===== src/rtl/tmp_pkg.sv =====
// Package for the trapezoidal motion profile block: widths, register indexes, codes.
// No dependencies.
`default_nettype none
package tmp_pkg;
	localparam int PosW = 32;
	localparam int SpdW = 31;
	localparam int DtW = 16;
	localparam int CfgIdxW = 3;
	localparam logic [CfgIdxW-1:0] REG_SPEED_LIMIT = 3'd0;
	localparam logic [CfgIdxW-1:0] REG_ACCEL_LIMIT = 3'd1;
	localparam logic [CfgIdxW-1:0] REG_POS_MIN = 3'd2;
	localparam logic [CfgIdxW-1:0] REG_POS_MAX = 3'd3;
	localparam logic [CfgIdxW-1:0] REG_POS_EN = 3'd4;
	localparam logic [CfgIdxW-1:0] REG_SPD_EN = 3'd5;
	localparam logic [CfgIdxW-1:0] REG_ACC_EN = 3'd6;
	localparam int MulW = 64;
	localparam int MulCntW = 6;

	typedef struct packed {
		logic start;
		logic [SpdW-1:0] a;
		logic [32:0] b;
		logic [MulCntW-1:0] nbits;
	} tmp_mul_req_t;
endpackage
`default_nettype wire


===== src/rtl/tmp_serial_mul.sv =====
// Bit-serial shift-and-add multiplier: one multiplier bit per cycle.
// Depends on tmp_pkg.
`default_nettype none
module tmp_serial_mul import tmp_pkg::*; (
	input  wire logic clk,
	input  wire logic arst_n,
	input  wire tmp_mul_req_t req,
	output logic done,
	output logic [MulW-1:0] prod
);
	logic [MulW-1:0] acc_q, mcand_q;
	logic [32:0] mplier_q;
	logic [MulCntW-1:0] cnt_q;
	logic busy_q;

	always_ff @(posedge clk or negedge arst_n) begin
		if (!arst_n) begin
			busy_q <= 1'b0;
			cnt_q <= '0;
			done <= 1'b0;
		end else begin
			done <= 1'b0;
			if (req.start) begin
				busy_q <= 1'b1;
				cnt_q <= req.nbits;
			end else if (busy_q) begin
				cnt_q <= cnt_q - MulCntW'(1);
				if (cnt_q == MulCntW'(1)) begin
					busy_q <= 1'b0;
					done <= 1'b1;
				end
			end
		end
	end

	always_ff @(posedge clk) begin
		if (req.start) begin
			acc_q <= '0;
			mcand_q <= {{(MulW-SpdW){1'b0}}, req.a};
			mplier_q <= req.b;
		end else if (busy_q) begin
			if (mplier_q[0]) acc_q <= acc_q + mcand_q;
			mcand_q <= {mcand_q[MulW-2:0], 1'b0};
			mplier_q <= {1'b0, mplier_q[32:1]};
		end
	end

	assign prod = acc_q;
endmodule
`default_nettype wire


===== src/rtl/tmp_core.sv =====
// Sequencer for one target or tick item; shares the serial multiplier.
// Depends on tmp_pkg and tmp_serial_mul.
`default_nettype none
module tmp_core import tmp_pkg::*; (
	input  wire logic clk,
	input  wire logic arst_n,
	input  wire logic in_go,
	input  wire logic in_cmd,
	input  wire logic [PosW-1:0] in_tpos,
	input  wire logic [PosW-1:0] in_tspd,
	input  wire logic [PosW-1:0] in_tacc,
	input  wire logic [DtW-1:0] in_dt,
	input  wire logic [SpdW-1:0] speed_limit,
	input  wire logic [SpdW-1:0] accel_limit,
	input  wire logic signed [PosW-1:0] pos_min,
	input  wire logic signed [PosW-1:0] pos_max,
	input  wire logic pos_en,
	input  wire logic spd_en,
	input  wire logic acc_en,
	output logic busy,
	output logic res_valid,
	output logic signed [PosW-1:0] res_pos,
	output logic [SpdW-1:0] res_spd,
	output logic signed [PosW-1:0] res_acc
);
	localparam logic [2:0] ST_IDLE = 3'd0;
	localparam logic [2:0] ST_LHS = 3'd1;
	localparam logic [2:0] ST_RHS = 3'd2;
	localparam logic [2:0] ST_DV = 3'd3;
	localparam logic [2:0] ST_STEP = 3'd4;
	localparam logic [2:0] ST_DONE = 3'd5;

	logic [2:0] state_q;
	logic signed [PosW-1:0] cur_pos_q, goal_pos_q, cur_acc_q;
	logic [SpdW-1:0] cur_spd_q, goal_spd_q, goal_acc_q;
	logic [DtW-1:0] dt_q;
	logic [32:0] dist_q;
	logic [MulW-1:0] lhs_q, rhs_q;
	logic err_pos_q;
	logic issue_q;
	tmp_mul_req_t mreq;
	logic mdone;
	logic [MulW-1:0] mprod;

	tmp_serial_mul u_mul (.clk(clk), .arst_n(arst_n), .req(mreq), .done(mdone), .prod(mprod));

	function automatic logic [SpdW-1:0] mag31(input logic [PosW-1:0] v);
		logic [PosW-1:0] n;
		n = v[PosW-1] ? (~v + 32'd1) : v;
		return (v == 32'h8000_0000) ? {SpdW{1'b1}} : n[SpdW-1:0];
	endfunction

	function automatic logic signed [PosW-1:0] clampp(input logic signed [PosW-1:0] p,
		input logic en, input logic signed [PosW-1:0] lo, input logic signed [PosW-1:0] hi);
		logic signed [PosW-1:0] r;
		r = p;
		if (en) begin
			if (p > hi) r = hi;
			else if (p < lo) r = lo;
		end
		return r;
	endfunction

	logic signed [32:0] err;
	logic [SpdW-1:0] tspd_m, tacc_m, dv, spd_new;
	logic [31:0] vsum;
	logic signed [33:0] pnew;
	logic signed [PosW-1:0] psat;
	logic accel_up, accel_dn;
	assign err = {goal_pos_q[PosW-1], goal_pos_q} - {cur_pos_q[PosW-1], cur_pos_q};
	assign tspd_m = mag31(in_tspd);
	assign tacc_m = mag31(in_tacc);
	assign dv = mprod[SpdW+15:16];
	assign vsum = {1'b0, cur_spd_q} + {1'b0, dv};
	assign accel_up = lhs_q > rhs_q;
	assign accel_dn = lhs_q < rhs_q;
	always_comb begin
		spd_new = cur_spd_q;
		if (accel_up) begin
			if (cur_spd_q < goal_spd_q)
				spd_new = (vsum > {1'b0, goal_spd_q}) ? goal_spd_q : vsum[SpdW-1:0];
			else
				spd_new = goal_spd_q;
		end else if (accel_dn) begin
			spd_new = (cur_spd_q > dv) ? cur_spd_q - dv : '0;
		end
	end
	assign pnew = err_pos_q ? ({{2{cur_pos_q[PosW-1]}}, cur_pos_q} + {3'b0, mprod[SpdW+15:16]})
		: ({{2{cur_pos_q[PosW-1]}}, cur_pos_q} - {3'b0, mprod[SpdW+15:16]});
	assign psat = (pnew > 34'sh0_7FFF_FFFF) ? 32'sh7FFF_FFFF :
		(pnew < -34'sh0_8000_0000) ? 32'sh8000_0000 : pnew[PosW-1:0];

	always_ff @(posedge clk or negedge arst_n) begin
		if (!arst_n) begin
			state_q <= ST_IDLE;
			issue_q <= 1'b0;
			res_valid <= 1'b0;
			cur_pos_q <= '0; goal_pos_q <= '0; cur_acc_q <= '0;
			cur_spd_q <= '0; goal_spd_q <= '0; goal_acc_q <= '0;
			dt_q <= '0; dist_q <= '0; lhs_q <= '0; rhs_q <= '0; err_pos_q <= 1'b0;
		end else begin
			res_valid <= 1'b0;
			issue_q <= 1'b0;
			unique case (state_q)
				ST_IDLE: if (in_go) begin
					if (in_cmd) begin
						goal_pos_q <= clampp(in_tpos, pos_en, pos_min, pos_max);
						goal_spd_q <= (spd_en && tspd_m > speed_limit) ? speed_limit : tspd_m;
						goal_acc_q <= (acc_en && tacc_m > accel_limit) ? accel_limit : tacc_m;
					end else begin
						dt_q <= in_dt;
						state_q <= ST_LHS;
					end
				end
				ST_LHS: begin
					if (err == '0) begin
						cur_spd_q <= '0;
						cur_acc_q <= '0;
						res_valid <= 1'b1;
						state_q <= ST_IDLE;
					end else begin
						if (goal_spd_q == '0) goal_spd_q <= speed_limit;
						if (goal_acc_q == '0) goal_acc_q <= accel_limit;
						dist_q <= err[32] ? -err : err;
						err_pos_q <= !err[32];
						issue_q <= 1'b1;
						state_q <= ST_RHS;
					end
				end
				ST_RHS: if (mdone) begin
					lhs_q <= mprod;
					issue_q <= 1'b1;
					state_q <= ST_DV;
				end
				ST_DV: if (mdone) begin
					rhs_q <= mprod;
					issue_q <= 1'b1;
					state_q <= ST_STEP;
				end
				ST_STEP: if (mdone) begin
					cur_spd_q <= spd_new;
					if (accel_up) cur_acc_q <= {1'b0, goal_acc_q};
					else if (accel_dn) cur_acc_q <= -{1'b0, goal_acc_q};
					issue_q <= 1'b1;
					state_q <= ST_DONE;
				end
				ST_DONE: if (mdone) begin
					cur_pos_q <= clampp(psat, pos_en, pos_min, pos_max);
					res_valid <= 1'b1;
					state_q <= ST_IDLE;
				end
				default: state_q <= ST_IDLE;
			endcase
		end
	end

	always_comb begin
		mreq = '0;
		unique case (state_q)
			ST_RHS: begin
				mreq.start = issue_q;
				mreq.a = goal_acc_q;
				mreq.b = dist_q;
				mreq.nbits = MulCntW'(33);
			end
			ST_DV: begin
				mreq.start = issue_q;
				mreq.a = cur_spd_q;
				mreq.b = {2'b0, cur_spd_q};
				mreq.nbits = MulCntW'(31);
			end
			ST_STEP: begin
				mreq.start = issue_q;
				mreq.a = goal_acc_q;
				mreq.b = {17'b0, dt_q};
				mreq.nbits = MulCntW'(16);
			end
			ST_DONE: begin
				mreq.start = issue_q;
				mreq.a = cur_spd_q;
				mreq.b = {17'b0, dt_q};
				mreq.nbits = MulCntW'(16);
			end
			default: begin end
		endcase
	end

	assign busy = (state_q != ST_IDLE) || res_valid;
	assign res_pos = cur_pos_q;
	assign res_spd = cur_spd_q;
	assign res_acc = cur_acc_q;
endmodule
`default_nettype wire


===== src/rtl/trapezoidal_motion_profile_top.sv =====
// Top level of the trapezoidal motion profile: stream ports, register file, output register.
// Depends on tmp_pkg and tmp_core.
// A target beat is taken and the next beat may follow at once. A tick beat with the position
// off target has its error formed first, then four products (33, 31, 16 and 16 bits) in one
// shared shift-and-add multiplier, one after another, before its result shows on m_tvalid.
// A tick at the target shows its result without the products. One item is worked at a time;
// the input stalls while a tick is worked and while a result waits in the output register,
// and with m_tready high the next beat can be taken in the same cycle as the result appears.
`default_nettype none
module trapezoidal_motion_profile_top import tmp_pkg::*; (
	input  wire logic clk,
	input  wire logic arst_n,
	input  wire logic s_tvalid,
	output logic s_tready,
	input  wire logic [111:0] s_tdata, // target_position, target_speed, target_accel, dt
	input  wire logic s_tuser,         // cmd
	output logic m_tvalid,
	input  wire logic m_tready,
	output logic [95:0] m_tdata,       // position, speed, accel, zero pad
	input  wire logic cfg_valid,
	output logic cfg_ready,
	input  wire logic [CfgIdxW-1:0] cfg_index,
	input  wire logic [31:0] cfg_data
);
	logic [SpdW-1:0] speed_limit_q, accel_limit_q;
	logic signed [PosW-1:0] pos_min_q, pos_max_q;
	logic pos_en_q, spd_en_q, acc_en_q;
	logic busy, res_valid;
	logic signed [PosW-1:0] res_pos, res_acc;
	logic [SpdW-1:0] res_spd;
	logic go;

	assign cfg_ready = 1'b1;
	always_ff @(posedge clk or negedge arst_n) begin
		if (!arst_n) begin
			speed_limit_q <= 31'd65536; accel_limit_q <= 31'd65536;
			pos_min_q <= 32'sh8000_0000; pos_max_q <= 32'sh7FFF_FFFF;
			pos_en_q <= 1'b0; spd_en_q <= 1'b0; acc_en_q <= 1'b0;
		end else if (cfg_valid) begin
			unique case (cfg_index)
				REG_SPEED_LIMIT: speed_limit_q <= cfg_data[SpdW-1:0];
				REG_ACCEL_LIMIT: accel_limit_q <= cfg_data[SpdW-1:0];
				REG_POS_MIN: pos_min_q <= cfg_data;
				REG_POS_MAX: pos_max_q <= cfg_data;
				REG_POS_EN: pos_en_q <= cfg_data[0];
				REG_SPD_EN: spd_en_q <= cfg_data[0];
				REG_ACC_EN: acc_en_q <= cfg_data[0];
				default: begin end
			endcase
		end
	end

	assign s_tready = !busy && !(m_tvalid && !m_tready);
	assign go = s_tvalid && s_tready;

	tmp_core u_core (.clk(clk), .arst_n(arst_n), .in_go(go), .in_cmd(s_tuser),
		.in_tpos(s_tdata[31:0]), .in_tspd(s_tdata[63:32]), .in_tacc(s_tdata[95:64]),
		.in_dt(s_tdata[111:96]), .speed_limit(speed_limit_q), .accel_limit(accel_limit_q),
		.pos_min(pos_min_q), .pos_max(pos_max_q), .pos_en(pos_en_q), .spd_en(spd_en_q),
		.acc_en(acc_en_q), .busy(busy), .res_valid(res_valid), .res_pos(res_pos),
		.res_spd(res_spd), .res_acc(res_acc));

	always_ff @(posedge clk or negedge arst_n) begin
		if (!arst_n) m_tvalid <= 1'b0;
		else if (res_valid) m_tvalid <= 1'b1;
		else if (m_tready) m_tvalid <= 1'b0;
	end
	always_ff @(posedge clk) begin
		if (res_valid) m_tdata <= {1'b0, res_acc, res_spd, res_pos};
	end
endmodule
`default_nettype wire


===== config.mk =====
export PLATFORM = sky130hd
export DESIGN_NAME = trapezoidal_motion_profile_top
export DESIGN_NICKNAME = d
export VERILOG_FILES = /design/src/rtl/tmp_pkg.sv /design/src/rtl/tmp_serial_mul.sv /design/src/rtl/tmp_core.sv /design/src/rtl/trapezoidal_motion_profile_top.sv
export SDC_FILE = /design/constraint.sdc
export NUM_CORES = 2
export LEC_CHECK = 0
export ABC_AREA = 1
export ABC_CLOCK_PERIOD_IN_PS = 7450
export BUFFER_PORTS_ARGS = -buffer_cell sky130_fd_sc_hd__buf_2
export CAP_MARGIN = 20
export CORE_ASPECT_RATIO = 1.4
export CORE_MARGIN = 10
export CORE_UTILIZATION = 45
export CTS_BUF_LIST = sky130_fd_sc_hd__clkbuf_4 sky130_fd_sc_hd__clkbuf_8
export DETAILED_ROUTE_END_ITERATION = 16
export PLACE_DENSITY = 0.59
export RECOVER_POWER = 100
export REMOVE_ABC_BUFFERS = 1
export SYNTH_ARGS = -nofsm -noshare
export SYNTH_HDL_FRONTEND = slang
export SYNTH_SLANG_ARGS = --single-unit

===== constraint.sdc =====
create_clock -name clk -period 7.45 [get_ports clk]
set_input_delay 1.1175 -clock clk [delete_from_list [all_inputs] [get_ports clk]]
set_output_delay 1.1175 -clock clk [all_outputs]
set_load 0.005 [all_outputs]

* After elaboration in Yosys (flattened, before gate mapping)
Cells that the tools add are included.
Storage, ports and cells: register bits 766, output and inout bits 99
Cells by class: eq/ne operators 26, mux-type cells 67, reduce and logical (&&, ||, !) cells 39, add/subtract/negate cells 11, order comparisons 13, bitwise operators 4
Operators with widths (count):
- 2-to-1 mux 31 bit | 23
- 2-to-1 mux 32 bit | 12
- case mux 71 bit (4 select lines) | 1
- case mux 31 bit (2 select lines) | 3
- 2-to-1 mux 33 bit | 3
- greater-than comparator 31 bit | 3
- subtractor 32 x 32 -> 33 bit | 2
- adder 64 bit | 1
- == test 32 bit (second input constant) | 2
- greater-than comparator 32 bit | 2
- greater-than comparator 64 bit | 1
- < comparator 32 bit | 2
- < comparator 64 bit | 1
- case mux 32 bit (2 select lines) | 1
- adder 31 x 1 -> 31 bit (second input constant) | 2
- logical NOT 31 bit | 2
- inverter 31 bit | 2
- greater-than comparator 34 x 32 -> 1 bit (second input constant) | 1
- < comparator 34 x 32 -> 1 bit (second input constant) | 1
- 2-to-1 mux 34 bit | 1
- adder 32 x 32 -> 33 bit | 1
- logical NOT 33 bit | 1
- negator 33 bit | 1
- adder 31 x 31 -> 32 bit | 1
- 31 further kinds | 90

* Logic depth before layout (Yosys ltp)
word-level depth 10, depth in mapped cells 49

* Modules after synthesis
Synthesis repeated with hierarchy kept, for this count alone.
Unflattened totals: cells, all modules 8212, area, all modules 57760.4 µm²
Modules (own cells, without submodules):
- tmp_core | times used 1, area each 37100.6 µm², cells each 5493
- tmp_serial_mul | times used 1, area each 12524.5 µm², cells each 2043
- trapezoidal_motion_profile_top | times used 1, area each 8135.3 µm², cells each 676

* Worst setup path after synthesis
OpenSTA, ideal clock, no wires.
kind flip-flop to flip-flop, start reg u_core.u_mul.acc_q[16], in the netlist u_core.u_mul.prod[16], end reg u_core.cur_pos_q[12], in the netlist u_core.res_pos[12], buffers on the path 2, path slack 0.993 ns, arrival 6.340 ns, clock period less this slack 6.457 ns, cell stages (with the launch flop) 45, data required time 7.334 ns, cells stage by stage dfxtp_1 nor3_1 and3_1 inv_1 nor3_1 and3_1 nand3_1 nor3_1 nand3_1 nor3_1 nand3_1 nor3_1 inv_1 o21ai_0 o21ai_0 xor2_1 ha_1 nand2_1 (+9 left out) clkbuf_1 o21ai_0 ha_1 nand2_1 inv_2 nand2_1 nand3_1 a31oi_1 nor2_1 a2111oi_1 nand3_2 nand2_4 buf_4 nand2_1 nand3_1 nand2_1 nand2_1 nand2_1
On the way: longest elaborated chain between the ends 9, elaborated cells on any way between the ends 12, those cells by class 2 x add/sub; 4 x order compare; 6 x mux
Ends and longest elaborated chain:
- start, declared | line tmp_serial_mul.sv:11 | logic [MulW-1:0] acc_q, mcand_q;
- start signal, assigned | line tmp_serial_mul.sv:42 | if (mplier_q[0]) acc_q <= acc_q + mcand_q;
- subtractor 32 x 32 -> 33 bit / adder 32 x 32 -> 33 bit (equally long branches) | line tmp_core.sv:89, tmp_core.sv:88
- 2-to-1 mux 34 bit (*) | line tmp_core.sv:88 | assign pnew = err_pos_q ? ({{2{cur_pos_q[PosW-1]}}, cur_pos_q} + {3'b0, mprod[SpdW+15:16]})
- < comparator 34 x 32 -> 1 bit | line tmp_core.sv:91 | (pnew < -34'sh0_8000_0000) ? 32'sh8000_0000 : pnew[PosW-1:0];
- 2-to-1 mux 32 bit | line tmp_core.sv:91
- 2-to-1 mux 32 bit (*) | line tmp_core.sv:90 | assign psat = (pnew > 34'sh0_7FFF_FFFF) ? 32'sh7FFF_FFFF :
- < comparator 32 bit | line tmp_core.sv:59 | else if (p < lo) r = lo;
- 2-to-1 mux 32 bit | line tmp_core.sv:59
- 2-to-1 mux 32 bit | line tmp_core.sv:58 | if (p > hi) r = hi;
- 2-to-1 mux 32 bit (*) | line tmp_core.sv:57 | if (en) begin
- end signal, assigned | line tmp_core.sv:148 | cur_pos_q <= clampp(psat, pos_en, pos_min, pos_max);
- end, declared | line tmp_core.sv:34 | logic signed [PosW-1:0] cur_pos_q, goal_pos_q, cur_acc_q;
Every way passes the cells marked *; elsewhere a longest branch is shown, timed or not. A chain may end at the register's enable or synchronous reset.

* Worst setup path after layout
start reg u_core.u_mul.acc_q[35], in the netlist u_core.u_mul.prod[35], end reg u_core.cur_spd_q[25], in the netlist u_core.res_spd[25]
On the way: longest elaborated chain between the ends 7, elaborated cells on any way between the ends 11, those cells by class 2 x add/sub; 2 x order compare; 7 x mux
Ends and longest elaborated chain:
- adder 31 x 31 -> 32 bit | line tmp_core.sv:74 | assign vsum = {1'b0, cur_spd_q} + {1'b0, dv};
- greater-than comparator 32 x 31 -> 1 bit | line tmp_core.sv:81 | spd_new = (vsum > {1'b0, goal_spd_q}) ? goal_spd_q : vsum[SpdW-1:0];
- 2-to-1 mux 31 bit | line tmp_core.sv:81
- 2-to-1 mux 31 bit | line tmp_core.sv:80 | if (cur_spd_q < goal_spd_q)
- 2-to-1 mux 31 bit (*) | line tmp_core.sv:79 | if (accel_up) begin
- 2-to-1 mux 31 bit (*) | line tmp_core.sv:140 | ST_STEP: if (mdone) begin
- case mux 31 bit (2 select lines) (*) | line tmp_core.sv:104 | unique case (state_q)
- end signal, assigned | line tmp_core.sv:141 | cur_spd_q <= spd_new;
- end, declared | line tmp_core.sv:35 | logic [SpdW-1:0] cur_spd_q, goal_spd_q, goal_acc_q;
Every way passes the cells marked *; elsewhere a longest branch is shown, timed or not. The select of a mux whose other input is x is not followed.

==> metrics.md <==
| Metric | Value |
|---|---|
| Synth Area in XOR/XNOR | `4.79%` |
| Die area | `134,000 um2` |
| Compound-Gate Fraction of Synth Area | `17.7%` |
| Drt initial violations | `4,145` |
| Post-synth top flop | `dfrtp_1` |
| Register Area | `19,500 um2` |
| Die H | `430 um` |
| DR pass1 iterations | `6` |
| Fillers | `12.1k` |
| Asr flop ratio synth | `66.6%` |
| Failing checks | `capacitance limit, slew limit` |
| Synth Area in Adders | `12.2%` |
| Crit path launch | `u_core.u_mul.prod[35]$_SDFFE_PP0P_` |
| Htree depth | `4` |
| Clock buffer count from CTS | `133` |
| Largest net degree at the start of global routing | `152` |
| Core area | `119,000 um2` |
| First-pass GRT wire length | `304,000 um` |
| Initial antenna violation count | `3` |
| CTS tree | `built` |
| Cts hold-fix bufs | `0` |
| Global-route usage over all layers | `29.5%` |
| Synthesized-area fraction occupied by and/or/nand/nor cells | `20.0%` |
| Clock root buffer master | `clkbuf_8` |
| Total number of vias | `50.3k` |
| Detailed Place HPWL | `159,000 um` |
| Final nets | `8,060` |
| Final GP Congestion | `0.975` |
| I/O pins | `252` |
| Worst-Skew Late Latency | `0.93 ns` |
| Combinational family with the most area after synthesis | `simple AND/OR/NAND/NOR gates` |
| Ys Warns | `0` |
| Final ANT Viol Nets | `0` |
| Distinct cells, synth | `76` |
| Vias in the first global route | `49.2k` |
| Period utilization | `98.1%` |
| Startpoint Class | `flop` |
| Mux share of post-synthesis cell area | `0.0185%` |
| Grt ovf | `0` |
| Initial core utilization | `45.3%` |
| Slew headroom | `-231%` |
| Post-Syn Area | `54,000 um2` |
| Data required, critical path | `8.23 ns` |
| # setup viols final | `0` |
| Area of the multi-input gates | `29,700 um2` |
| Fin crit period | `7.31 ns` |
| Final wirelength | `204,000 um` |
| Sequential share of the synthesized area | `36.1%` |
| MaxCap Viol Count | `22` |
| CP Data Arrival Time | `8.09 ns` |
| Max Clock Skew | `0.0363 ns` |
| Chip Width | `313 um` |
| Wirelength per Cell | `22.4 um` |
| CTS max path bufs | `3` |
| Seq cells post-synth | `766` |
| R2R Path Start | `u_core.u_mul.prod[35]$_SDFFE_PP0P_` |
| Share of layout cells above drive strength 1 | `8.81%` |
| Slew @ Worst Pin | `4.97 ns` |
| FMAX | `137 MHz` |
| Setup CP Type | `flop to flop` |
| Total Neg Setup Slack | `0 ns` |
| Synthesized instance count | `7,113` |
| Clock Sinks | `766` |
| CP max FO | `57` |
| Num rows | `150` |
| IO buf count | `249` |
| Clock slew at reported path FFs | `0.06 ns` |
| Power Dens Cells | `555 nW/um2` |
| Slew Viols, Final | `1,440` |
| Synthesized area per cell | `7.59 um2` |
| Via/cell ratio | `5.53` |
| Area growth from synthesis to layout | `11.8%` |
| FF-to-FF setup slack | `0.14 ns` |
| HP Start | `s_tdata[105]` |
| Worst hold-check path type | `input pin to flop` |
| Hold slack | `0.418 ns` |
| Lkg Pwr | `29.4 nW` |
| Final Hold Fails | `0` |
| Status | `complete, but fails checks` |
| Worst VDD drop | `0.000418 V` |
| Number of synthesized flops with an enable pin | `159` |
| DRC Markers | `0` |
| Critical path endpoint category | `flop` |
-- placed cells by master, fill, tap and decap left out, types with 14 or more instances in the layout --
cell,netlist,layout
buf_4,8,94
clkbuf_1,207,117
a22oi_1,77,77
dfxtp_1,97,97
nor2_1,484,484
a211oi_1,17,16
dfstp_2,34,33
clkbuf_4,0,47
dfrtp_1,476,476
xor2_1,231,230
xnor2_1,59,59
inv_1,1023,1022
edfxtp_1,159,159
o31ai_1,16,15
nand4_1,67,68
o21ai_0,660,686
ha_1,518,517
o21bai_1,18,18
a21o_1,20,20
nor4_1,53,50
a31oi_1,46,46
clkinv_2,0,17
o221ai_1,16,16
clkbuf_8,0,156
o21a_1,23,23
or2_2,17,17
o211ai_1,143,143
nand3_1,286,282
o21ai_1,55,25
nor3_1,71,65
o22ai_1,33,33
nand2_2,16,17
a21oi_1,471,471
nand3_2,13,17
a21boi_0,14,14
buf_2,28,158
nand2_1,1521,1521
-- power by group --
group          switching (mW)  total [mW]  internal, mW
combinational            14.5        21.9          7.42
sequential               1.33        7.15          5.83
clock                    1.98        4.49          2.51
-- synth_stat cells, types with 18 or more instances --
| library cell | count | area share [%] |
|---|---|---|
| dfxtp_1 | 97 | 3.6 |
| nand4_1 | 67 | 0.78 |
| o21a_1 | 23 | 0.32 |
| a21oi_1 | 471 | 4.4 |
| ha_1 | 518 | 12 |
| a22oi_1 | 77 | 1.1 |
| buf_2 | 28 | 0.26 |
| nor3_1 | 71 | 0.66 |
| o21bai_1 | 18 | 0.25 |
| xnor2_1 | 59 | 0.96 |
| clkbuf_1 | 207 | 1.4 |
| nand2_1 | 1521 | 11 |
| o21ai_0 | 660 | 6.1 |
| a21o_1 | 20 | 0.28 |
| dfstp_2 | 34 | 1.7 |
| o22ai_1 | 33 | 0.38 |
| edfxtp_1 | 159 | 8.8 |
| dfrtp_1 | 476 | 22 |
| a31oi_1 | 46 | 0.53 |
| nor4_1 | 53 | 0.61 |
| o21ai_1 | 55 | 0.51 |
| inv_1 | 1023 | 7.1 |
| nor2_1 | 484 | 3.4 |
| nand3_1 | 286 | 2.6 |
| o211ai_1 | 143 | 2.0 |
| xor2_1 | 231 | 3.7 |
-- layer usage --
layer | routed length, um | global-route usage (%) | share of wire, %
met1 | 80600 | 34.8 | 39
met2 | 98600 | 50.4 | 48
met3 | 11000 | 4.15 | 5.4
met4 | 13900 | 17.8 | 6.8
met5 | 0 | 0 | 0
-- logic make-up after synthesis --
kind of cell / after synthesis
other: 2
AOI/OAI and AO/OA: 1665
adders and majority gates: 523
muxes: 1
and+or+nand+nor: 2572
xor gates and xnor gates: 293
buffers and inverters: 1291
DFF: 766
-- per-stage QoR --
| stage | total power [mW] | utilization [%] | instance area [um2] | setup slack (ns) | std cells |
|---|---|---|---|---|---|
| floorplan | 20.7 | - | 53000 | -5.22 | 6857 |
| global placement | 28.0 | 48.1 | 57400 | 0.0713 | 8830 |
| detailed placement | 28.2 | 48.1 | 57400 | -0.0797 | 8831 |
| CTS | 32.9 | 50.6 | 60400 | 0.0232 | 9077 |
| global route | 36.3 | 50.6 | 60400 | -0.123 | 9093 |
| finish | 33.5 | 50.6 | 60400 | 0.144 | 9094 |
-- repair_timing --
item / 4_1_cts / 5_1_grt
gates resized for setup: 1 / 50
pin swaps: 0 / 11
setup endpoints to repair: 30 / 32
buffers inserted: 0 / 8
cloned: 0 / 5
-- flip-flops by register name (all words and copies together), names as in the netlist, 33 cells and up --
signal and flops:
u_core.u_mul.prod 64, u_core.u_mul.mcand_q 64, m_tdata 95, u_core.u_mul.mplier_q 33, u_core.rhs_q 64, u_core.dist_q 33
u_core.lhs_q 64
-- worst paths after layout --
check / endpoint / depth (start not counted)
worst min register to register: m_tdata[68]$_DFFE_PP_ / 0
worst min-delay path: u_core.dt_q[9]$_DFFE_PN0P_ / 3
min in group asynchronous: u_core.rhs_q[1]$_DFFE_PN0P_ / 1
worst max register to register: u_core.res_spd[25]$_DFFE_PN0P_ / 27
max in group asynchronous: u_core.goal_pos_q[7]$_DFFE_PN0P_ / 2
worst max-delay path: u_core.res_spd[25]$_DFFE_PN0P_ / 27
-- critical path: stages (launching register included) --
cell,delay (ns)
dfxtp_1,0.56
inv_1,0.22
ha_1,0.42
nor2_1,0.19
inv_1,0.08
nor4_1,0.58
o21ai_0,0.19
nand3_1,0.27
nand3_1,0.13
nand2_1,0.16
nand3_1,0.10
nand2_1,0.11
nand3_1,0.07
and2_0,0.20
o21ai_0,0.32
xor2_1,0.37
ha_1,0.42
nand3_1,0.13
nor4_1,0.62
nand3_1,0.21
nand2_1,0.11
nand3_1,0.28
inv_1,0.12
buf_2,0.78
nand2_1,0.11
o211ai_1,0.12
nand3_1,0.11
o21ai_0,0.17
-- cell type report --
| type | instances | area share [%] |
|---|---|---|
| Timing Repair inverter | 1 | 0.0124 |
| Timing Repair Buffer | 391 | 3.67 |
| Inverter | 1035 | 6.44 |
| Antenna cell | 3 | 0.0124 |
| Clock inverter | 47 | 0.978 |
| Tap cell | 1596 | 3.31 |
| Clock buffer | 199 | 4.09 |
| Sequential cell | 766 | 32.3 |
| Multi-Input combinational cell | 5056 | 49.2 |
No activity file was read; power rests on OpenSTA's default activity.
